$ cat config.mk
export PLATFORM = sky130hd
export DESIGN_NAME = sead_div
export DESIGN_NICKNAME = d
export VERILOG_FILES = /design/src/rtl/sead_pkg.sv /design/src/rtl/sead_div.sv
export SDC_FILE = /design/constraint.sdc
export NUM_CORES = 1
export LEC_CHECK = 0
export ABC_AREA = 1
export BUFFER_PORTS_ARGS = -buffer_cell sky130_fd_sc_hd__buf_4
export CORE_UTILIZATION = 60
export CTS_CLUSTER_DIAMETER = 120
export DETAILED_ROUTE_END_ITERATION = 16
export GPL_TIMING_DRIVEN = 0
export PLACE_DENSITY = 0.83
export SLEW_MARGIN = 20
export SYNTH_ARGS = -nofsm -noshare
export SYNTH_HDL_FRONTEND = slang
export SYNTH_SLANG_ARGS = --single-unit
$ cat constraint.sdc
create_clock -name clock -period 6.3 [get_ports clock]
set_input_delay 1.26 -clock clock [delete_from_list [all_inputs] [get_ports clock]]
set_output_delay 1.26 -clock clock [all_outputs]
set_load 0.05 [all_outputs]
$ cat src/rtl/sead_pkg.sv
// Package with the payload types, command codes, sequencer states and the site mask function.
package sead_pkg;

   localparam int COUNT_W = 12;
   localparam int ID_W    = 10;
   localparam int CFG_W   = 24;
   localparam int DELTA_W = 35;
   localparam int AREA_W  = COUNT_W + 1;
   localparam int NUM_W   = CFG_W + AREA_W + 16;
   localparam int DEN_W   = CFG_W + 1;
   localparam int QUO_W   = 32;
   localparam logic [COUNT_W-1:0] COUNT_MAX = '1;

   typedef enum logic [1:0] {
      CMD_EVAL   = 2'd0,
      CMD_COMMIT = 2'd1,
      CMD_CLEAR  = 2'd2,
      CMD_NONE   = 2'd3
   } cmd_type;

   typedef enum logic [0:0] {
      REG_E0   = 1'b0,
      REG_AREF = 1'b1
   } reg_index_type;

   typedef struct packed {
      cmd_type           cmd;
      logic [7:0]        x_coord;
      logic [7:0]        y_coord;
      logic              new_present;
      logic [ID_W-1:0]   new_cell;
      logic              old_present;
      logic [ID_W-1:0]   old_cell;
   } req_type;

   typedef struct packed {
      logic signed [DELTA_W-1:0] delta_energy;
      logic                      at_site;
      logic [COUNT_W-1:0]        old_cell_sites;
      logic [COUNT_W-1:0]        new_cell_sites;
   } rsp_type;

   typedef enum logic [3:0] {
      ST_CLEAR,
      ST_IDLE,
      ST_RD_OLD,
      ST_RD_NEW,
      ST_RD_WAIT,
      ST_WR_OLD,
      ST_WR_NEW,
      ST_TERM,
      ST_MUL,
      ST_DIV_GO,
      ST_DIV_WAIT,
      ST_RESP
   } state_type;

   function automatic logic on_mask(input logic [7:0] x, input logic [7:0] y);
      logic [8:0] sum;
      logic       stem;
      logic       left;
      logic       right;
      sum   = {1'b0, x} + {1'b0, y};
      stem  = (y >= 8'd20) && (y <= 8'd100) && (x >= 8'd97) && (x <= 8'd103);
      left  = (y >= 8'd100) && (y <= 8'd160) && (sum >= 9'd197) && (sum <= 9'd203);
      right = (y >= 8'd100) && (y <= 8'd160) &&
              ({1'b0, x} <= {1'b0, y} + 9'd3) && ({1'b0, y} <= {1'b0, x} + 9'd3);
      return (x < 8'd200) && (y < 8'd200) && (stem || left || right);
   endfunction

endpackage

$ cat src/rtl/sead_div.sv
// Restoring divider that retires two quotient bits per cycle.
module sead_div (
   input  logic                         clock,
   input  logic                         reset,
   input  logic                         start,
   input  logic [sead_pkg::NUM_W-1:0]   num,
   input  logic [sead_pkg::DEN_W-1:0]   den,
   output logic                         done,
   output logic [sead_pkg::QUO_W-1:0]   quo
);
   import sead_pkg::*;

   logic [DEN_W-1:0] rem_ff, rem_in;
   logic [QUO_W-1:0] low_ff, low_in;
   logic [QUO_W-1:0] quo_ff, quo_in;
   logic [DEN_W-1:0] den_ff;
   logic [3:0]       cnt_ff;
   logic             run_ff;
   logic             done_ff;

   always_comb begin
      logic [DEN_W:0] t;
      rem_in = rem_ff;
      low_in = low_ff;
      quo_in = quo_ff;
      for (int i = 0; i < 2; i++) begin
         t      = {rem_in, low_in[QUO_W-1]};
         low_in = low_in << 1;
         if (t >= {1'b0, den_ff}) begin
            rem_in = DEN_W'(t - {1'b0, den_ff});
            quo_in = {quo_in[QUO_W-2:0], 1'b1};
         end else begin
            rem_in = t[DEN_W-1:0];
            quo_in = {quo_in[QUO_W-2:0], 1'b0};
         end
      end
   end

   always_ff @(posedge clock) begin
      if (reset) begin
         run_ff  <= 1'b0;
         done_ff <= 1'b0;
         cnt_ff  <= '0;
      end else begin
         done_ff <= 1'b0;
         if (start) begin
            run_ff <= 1'b1;
            cnt_ff <= '0;
         end else if (run_ff) begin
            cnt_ff <= cnt_ff + 4'd1;
            if (cnt_ff == 4'd15) begin
               run_ff  <= 1'b0;
               done_ff <= 1'b1;
            end
         end
      end
   end

   always_ff @(posedge clock) begin
      if (start) begin
         rem_ff <= DEN_W'(num[NUM_W-1:QUO_W]);
         low_ff <= num[QUO_W-1:0];
         quo_ff <= '0;
         den_ff <= den;
      end else if (run_ff) begin
         rem_ff <= rem_in;
         low_ff <= low_in;
         quo_ff <= quo_in;
      end
   end

   assign done = done_ff;
   assign quo  = quo_ff;
endmodule

==> impl_metrics.toml, run 1 <==
[status]
outcome = "completed"

[sta]
slew_viol_final = 0
finalSetupViolations = 0
timing.final.crit_share_pct = 79.5
fin_crit_ns = 5.01
tns_ns = 0
timing.fmax_mhz = 200
rsz0062_at_grt = "no"
fin_ws_ns = 1.29
worstMarginPinSlew_ns = 0.842
slew_headroom_pct = 43.9
skew_ns = 0.0126
hold_viol_final = 0

[clock_tree]
clkTransAtPathRegs_ns = 0.06
tritoncts = "yes"
ctsRootBufferMaster = "clkbuf_16"
cts_resized = 0
h-tree-depth = 4
cts_made_buffers = 17
hold_buffers = 0
max-clock-path-buffers = 2
clock_latency_ns = 0.42
post_cts_buffers = 0
clock_sinks = 120

[placed_design]
place_ws_ns = 1.46
hpwl_um = 17500
dp.cells = 1429
place_area_um2 = 9460
io_buffer_count = 113
gp_congestion = 0.943

[power]
max-vdd-ir-drop_v = 0.000266
cellLeakagePower_uw = 0.00504
p_per_area_nw_per_um2 = 560

[yosys]
ys.flop_type = "edfxtp_1"
synth_top_area_share_pct = 28.0
async_reset_ff_share_pct = 0
yosysSeqAreaShare_pct = 38.0
ys_ff_latch = 120
syn_nets = 1273
synth.largest_area_cell = "edfxtp_1"
synth_cells = 1139
synthTopCellsByArea = "edfxtp_1 (28%), nand2_1 (17%), dfxtp_1 (10%), inv_1 (7.7%), ha_1 (7.6%)"
ys_warn_count = 0
synth_cell_types = 43
syn_avg_cell_area_um2 = 7.35
synth_edf_count = 78
netlist_area_um2 = 8370

[finish]
fin_cells = 1461
nNetsFinal = 1406
antenna_cells = 0
fin_area_um2 = 10000
drive_above_1_share_pct = 18.0
final_cell_mix = "nand2_1 (373), inv_1 (172), buf_4 (146)"
mostFrequentLayoutCell = "nand2_1"
area_growth_pct = 20.0
fillCellCount = 1074

[critical_path]
end_kind = "flop"
arrival_ns = 5.17
critPathKind = "reg -> reg"
r2r-start = "low_ff[31]"
critPathLaunchType = "flop"
cp.required_ns = 6.46
worstPathMaxFanout = 10
critPathLaunch = "low_ff[31]"

[drt]
routedWlPerCell_um = 15.6
via_per_inst = 5.32
postRouteAntennaNets = 0
wl_um = 22800
first_pass_iters = 5
drtIter0Drc = 674
drcViolationCount = 0
vias = 7772

[floorplanning]
die_height_um = 120
fp.dieW_um = 120
rows = 42
io_pins = 114
core_area_um2 = 13400
dieArea_um2 = 14400
initial_core_util_pct = 62.4

[global_routing]
antenna_found_initial = 0
gr-total-overflow = 0
grt_max_degree = 33
grt.total_usage_pct = 33.0
grt_pass1_vias = 7440
grt_pass1_wl_um = 36200

[hold_path]
hold_path.class = "reg -> reg"
hold_start = "quo[31]"

[job]
max_cap_viol_count = 0
[report_power, final]
part | total (uW) | internal, uW | leakage, uW | switching [uW]
Combinational | 3590 | 1270 | 0.00362 | 2320
Sequential | 1070 | 1000 | 0.00113 | 63.7
Clock | 968 | 579 | 0.000296 | 390
Total | 5620 | 2850 | 0.00504 | 2770
[worst paths after layout]
| path | endpoint | slack (ns) | cells after the start |
|---|---|---|---|
| max | rem_ff[14] | 1.29 | 25 |
| min | quo[31] | 0.46 | 2 |
| max reg2reg | rem_ff[14] | 1.29 | 25 |
| min reg2reg | quo[31] | 0.46 | 2 |
[sequential cells by signal, summed over array words and instances (netlist names)]
register and cells:
rem_ff 25, done 1, cnt_ff 4, low_ff 32, quo 32, den_ff 25
run_ff 1
[through the flow]
step | power, uW | hold WS, ns | util [%]
4_1_cts | 5540 | 0.466 | 74.9
6_report | 5620 | 0.464 | 74.9
5_1_grt | 6040 | 0.491 | 74.9
3_5_place_dp | 4530 | 0.451 | 70.6
2_1_floorplan | 3720 | 0.449 | -
3_3_place_gp | 4480 | 0.444 | 70.4
[synthesized netlist by cell type (all sizes together), types with 5 or more instances]
library cell and instances:
nand2 386, inv 177, edfxtp 78, nor2 68, a21oi 64, ha 51, nand3 51, dfxtp 42
o21ai 42, buf 41, o22ai 29, xnor2 17, clkbuf 16, xor2 16, nand4 14, or2 13
nor3 5, o21bai 5
[layer usage]
layer  track usage [%]  part of all wire (%)  up-vias
met5                 0                     0        -
met4              13.8                   3.3        0
met3              7.41                   8.7       61
met2              55.4                    47      344
met1              40.6                    41     3476
li1                  -                     -     3891
[final cells by class]
cell class | instances | area [um^2] | share of cell area [%]
clock buffers | 19 | 455 | 4.53
repair buffers | 114 | 868 | 8.65
plain buffers | 57 | 360 | 3.59
well taps | 176 | 220 | 2.19
flip-flops and latches | 120 | 3180 | 31.7
multi-input cells | 782 | 4150 | 41.3
clock inverters | 13 | 129 | 1.28
inverters | 180 | 676 | 6.73
[critical path, stage by stage (launching register included)]
cell	delay, ns
edfxtp_1	0.37
inv_1	0.11
ha_1	0.18
inv_1	0.11
fa_1	0.45
nand3_1	0.11
nand3_1	0.20
nand2_2	0.17
nand3_2	0.20
buf_2	0.27
o21ai_0	0.30
inv_1	0.08
ha_1	0.35
a21oi_1	0.35
nand2_1	0.12
a21oi_1	0.15
nand3_1	0.16
nand2_1	0.11
nand2_1	0.06
nand2_1	0.11
nand3_4	0.18
inv_2	0.16
buf_6	0.18
nand2_1	0.06
nand3_1	0.10
nand2_1	0.09
[cell families after synthesis]
kind of cell               count (synthesis)  synth area share, %
buffers and inverters                    237                 12.3
xor gates and xnor gates                  33                 3.45
and+or+nand+nor                          541                 27.4
adders and majority gates                 53                 8.11
DFF                                      120                 38.0
AOI/OAI and AO/OA                        155                 10.7
Note: power is estimated with default switching activity, not from simulation.
==> run 2: changes to the inputs <==
Settings changed: CORE_UTILIZATION 60 to 53, PLACE_DENSITY 0.83 to 0.77.
Clock period 6.3 ns to 4.57 ns, I/O delays scaled along.
==> run 2 against run 1 <==
Critical path depth grew 2; clock-buffer cell count shrank 2; clock power grew 37%; critical path type unchanged; largest cell class unchanged; highest routed layer unchanged.
==> impl_metrics.toml, run 2 (synthesis gave the netlist of run 1 again) <==
[status]
outcome = "completed"

[critical_path]
reg2reg_depth = 27
cp_slowest_cell = "fa_2"
cp.required_ns = 4.74
critPathKind = "reg -> reg"
path_delay_family = "simple AND/OR/NAND/NOR gates"
path_buf_inv = 7
reg2reg_setup_slack_ns = 0.22
critPathLaunchType = "flop"
r2r-end = "rem_ff[14]"
path_common_cell = "nand2_1"
r2r-start = "low_ff[31]"
arrival_ns = 4.51
slowest_delay_ns = 0.45
worstPathMaxFanout = 10
end_kind = "flop"

[sta]
whs_ns = 0.485
slew_viol_final = 0
skew_ns = 0.0125
tns_ns = 0
fin_ws_ns = 0.221
slew_headroom_pct = 47.7
rsz0062_at_grt = "yes"
hold_viol_final = 0
timing.final.crit_share_pct = 95.2
fin_crit_ns = 4.35
worstMarginPinSlew_ns = 0.785
timing.fmax_mhz = 230
finalSetupViolations = 0

[floorplanning]
io_pins = 114
dieArea_um2 = 16300
fp.dieW_um = 128
initial_core_util_pct = 54.6
core_area_um2 = 15300
die_height_um = 128
rows = 45

[hold_path]
hold_path.class = "reg -> reg"
hold_end = "quo[20]"
whs_path_depth = 2
hold_start = "quo[18]"

[clock_tree]
cts_made_buffers = 17
clkTransAtPathRegs_ns = 0.06
h-tree-depth = 4
max-clock-path-buffers = 2
clock_sinks = 120
tritoncts = "yes"
ctsRootBufferMaster = "clkbuf_16"
clock_latency_ns = 0.42

[placed_design]
place_area_um2 = 9500
hpwl_um = 17500
place_ws_ns = -0.237
io_buffer_count = 113
gp_congestion = 0.978

[drt]
first_pass_iters = 8
drtIter0Drc = 533
wl_um = 22500
via_per_inst = 5.09
postRouteAntennaNets = 0
drcViolationCount = 0
vias = 7666
routedWlPerCell_um = 14.9

[global_routing]
antenna_found_initial = 0
grt_pass1_vias = 7296
grt_pass1_wl_um = 35300
gr-total-overflow = 0
grt_max_degree = 35
grt.total_usage_pct = 28.4

[power]
finalPower_uw = 8140
max-vdd-ir-drop_v = 0.000350
cellLeakagePower_uw = 0.00511
p_per_area_nw_per_um2 = 789

[finish]
fin_area_um2 = 10300
nNetsFinal = 1417
final_cell_mix = "nand2_1 (372), inv_1 (169), buf_4 (157)"
drive_above_1_share_pct = 20.4
area_growth_pct = 23.4
antenna_cells = 0
mostFrequentLayoutCell = "nand2_1"

[job]
max_cap_viol_count = 0
## run 2: cell type report
cell class                 count  area (um^2)
buffer                        57          390
clock buffer                  17          425
clock inverter                15          154
fill                        1330         4990
inverter                     180          678
multi-input combinational    782         4280
sequential                   120         3180
tap                          211          264
timing repair buffer         125          951
## run 2: metrics by stage
stage	utilization, %	cells
floorplan	-	1139
global placement	61.9	1463
detailed placement	62.1	1464
CTS	66.1	1498
global route	67.4	1507
finish	67.4	1507
## run 2: worst register-to-register path, stage by stage (launching register included)
cell	delay (ns)
edfxtp_1	0.35
inv_1	0.12
ha_1	0.16
inv_1	0.10
fa_2	0.45
nand3_1	0.11
nand3_2	0.12
nand2_2	0.13
nand3_4	0.12
buf_4	0.22
o21ai_1	0.17
inv_1	0.09
ha_1	0.35
nand2_1	0.12
inv_1	0.06
nand2_1	0.08
nand3_2	0.16
nand2_1	0.11
nand3_1	0.12
nand2_1	0.11
nand2_1	0.05
nand2_1	0.10
nand3_4	0.17
inv_4	0.12
buf_8	0.15
nand2_1	0.06
nand3_1	0.11
nand2_1	0.08
## run 2: how the worst max path moves through the flow
stage	startpoint	endpoint	slack, ns	depth (start not counted)
5_1_grt	low_ff[31]	rem_ff[11]	-0.004	31
6_report	low_ff[31]	rem_ff[14]	0.22	27
2_1_floorplan	low_ff[31]	rem_ff[11]	0.77	27
4_1_cts	low_ff[31]	rem_ff[14]	0.04	30
3_5_place_dp	low_ff[31]	rem_ff[14]	-0.24	27
3_3_place_gp	start	rem_ff[20]	-0.32	5
## run 2: repair_timing
action | 4_1_cts | 5_1_grt
endpoints found under the hold margin | 0 | 0
buffers inserted | 2 | 9
pin swaps | 2 | 7
hold buffers | 0 | 0
gates resized for setup | 7 | 32
endpoints found under the setup margin | 21 | 26
## run 2: power by group
| part | internal (uW) | switching, uW | leakage (uW) |
|---|---|---|---|
| clock network | 773 | 555 | 0.000292 |
| registers | 1380 | 96.1 | 0.00113 |
| logic | 2040 | 3290 | 0.00369 |
| total | 4200 | 3940 | 0.00511 |
## run 2: metal layers
layer / vias up / wire, um / global-route usage (%)
li1: 3917 / - / -
met1: 3451 / 9560 / 35.9
met2: 252 / 10600 / 47.8
met3: 46 / 1670 / 5.70
met4: 0 / 624 / 11.2
met5: - / 0 / 0
==> run 3: changes to the inputs <==
Settings changed: CORE_ASPECT_RATIO from default to 1.1, RECOVER_POWER from default to 100.
==> run 3 against run 2 <==
The run now ends with max-capacitance violations, max-slew violations left; worst setup slack got worse by 0.038 ns; critical path depth up 1; cell count fell by 0.80%; sequential power barely moved.
==> impl_metrics.toml, run 3 (synthesis gave the netlist of run 1 again) <==
[critical_path]
r2r-end = "rem_ff[8]"
critPathKind = "reg -> reg"
arrival_ns = 4.54
end_kind = "flop"
path_common_cell = "nand2_1"
critPathLaunch = "low_ff[31]"
reg2reg_depth = 28
critPathLaunchType = "flop"
r2r-start = "low_ff[31]"
cp.required_ns = 4.72
worstPathMaxFanout = 10
cp_slowest_cell = "fa_2"
reg2reg_setup_slack_ns = 0.18
slowest_delay_ns = 0.43

[sta]
slew_viol_final = 27
tns_ns = 0
skew_ns = 0.00992
hold_viol_final = 0
slew_headroom_pct = -13.9
whs_ns = 0.467
worstMarginPinSlew_ns = 1.71
fin_crit_ns = 4.39
timing.fmax_mhz = 228
timing.final.crit_share_pct = 96.0
fin_ws_ns = 0.183
finalSetupViolations = 0

[clock_tree]
clock_sinks = 120
max-clock-path-buffers = 2
clock_latency_ns = 0.41
tritoncts = "yes"
clkTransAtPathRegs_ns = 0.06
cts_made_buffers = 17
hold_buffers = 0
ctsRootBufferMaster = "clkbuf_16"
h-tree-depth = 4

[finish]
area_growth_pct = 22.9
final_cell_mix = "nand2_1 (369), inv_1 (165), buf_4 (97)"
nNetsFinal = 1420
fin_cells = 1495
fillCellCount = 1330
antenna_cells = 0
mostFrequentLayoutCell = "nand2_1"
final_util_pct = 67.5
drive_above_1_share_pct = 19.6

[global_routing]
antenna_found_initial = 0
grt.total_usage_pct = 29.7
grt_pass1_wl_um = 36800
gr-total-overflow = 0
grt_max_degree = 55
grt_pass1_vias = 7417

[drt]
via_per_inst = 5.17
drtIter0Drc = 573
drcViolationCount = 0
routedWlPerCell_um = 15.7
vias = 7724
wl_um = 23400
postRouteAntennaNets = 0
first_pass_iters = 5

[placed_design]
io_buffer_count = 113
dp.cells = 1449
hpwl_um = 17900
gp_congestion = 0.978
place_ws_ns = -0.436

[floorplanning]
core_area_um2 = 15200
dieArea_um2 = 16300
initial_core_util_pct = 54.9
die_height_um = 134
rows = 47
fp.dieW_um = 122
io_pins = 114

[power]
p_per_area_nw_per_um2 = 803
max-vdd-ir-drop_v = 0.000384
cellLeakagePower_uw = 0.00497

[hold_path]
hold_end = "quo[31]"
whs_path_depth = 2
hold_path.class = "reg -> reg"
hold_start = "quo[31]"

[status]
violations = "max-capacitance violations, max-slew violations"
outcome = "complete, but fails checks"

[job]
max_cap_viol_count = 1
[run 3: cell count changes in the layout (fill, tap and decap cells not counted), sizes merged]
cell	previous run	this run
bufinv	1	0
buf	166	106
clkbuf	33	97
clkinvlp	0	2
clkinv	4	5
nand3	51	52
inv	190	186
[run 3: cell type report]
cell class	instances	area, um^2	area share, %
Buffer	57	387	3.76
Multi-Input combinational cell	783	4380	42.6
Timing Repair Buffer	127	820	7.97
Sequential cell	120	3180	31.0
Clock inverter	13	123	1.19
Tap cell	196	245	2.39
Clock buffer	19	464	4.52
Inverter	180	682	6.63
[run 3: how the worst max path moves through the flow]
stage,to,cells after the start
2_1_floorplan,rem_ff[11],27
3_3_place_gp,rem_ff[19],5
3_5_place_dp,rem_ff[14],27
4_1_cts,rem_ff[14],30
5_1_grt,rem_ff[15],29
6_report,rem_ff[8],28
[run 3: timing repair]
item                       4_1_cts  5_1_grt
pin swaps                        2        6
gates resized for setup          9       61
cloned                           0        2
setup endpoints to repair       26       26
buffers inserted                 3        9
[run 3: worst max-delay path, delay by kind of cell, from the launching register on]
kind,cells,cell delay (ns)
buffers and inverters,5,0.54
adders and majority gates,3,0.84
and+or+nand+nor,15,1.59
DFF,1,0.38
xor gates and xnor gates,1,0.17
AOI/OAI and AO/OA,4,0.60
[run 3: per-stage QoR]
step	total power, uW	cell area, um^2
after floorplan	5130	8370
after global placement	6230	9460
after detailed placement	6270	9490
after CTS	7730	10100
after global routing	8860	10300
final	8250	10300
[run 3: per-layer routing]
layer | GRT usage, % | wire (um)
met1 | 37.6 | 9860
met2 | 49.6 | 11400
met3 | 5.87 | 1530
met5 | 0 | 0
met4 | 11.5 | 619
[run 3: power breakdown]
part           internal [uW]  switching [uW]  total (uW)
clock network            768             562        1330
logic                   2060            3380        5440
registers               1380            96.9        1480
total                   4210            4040        8250
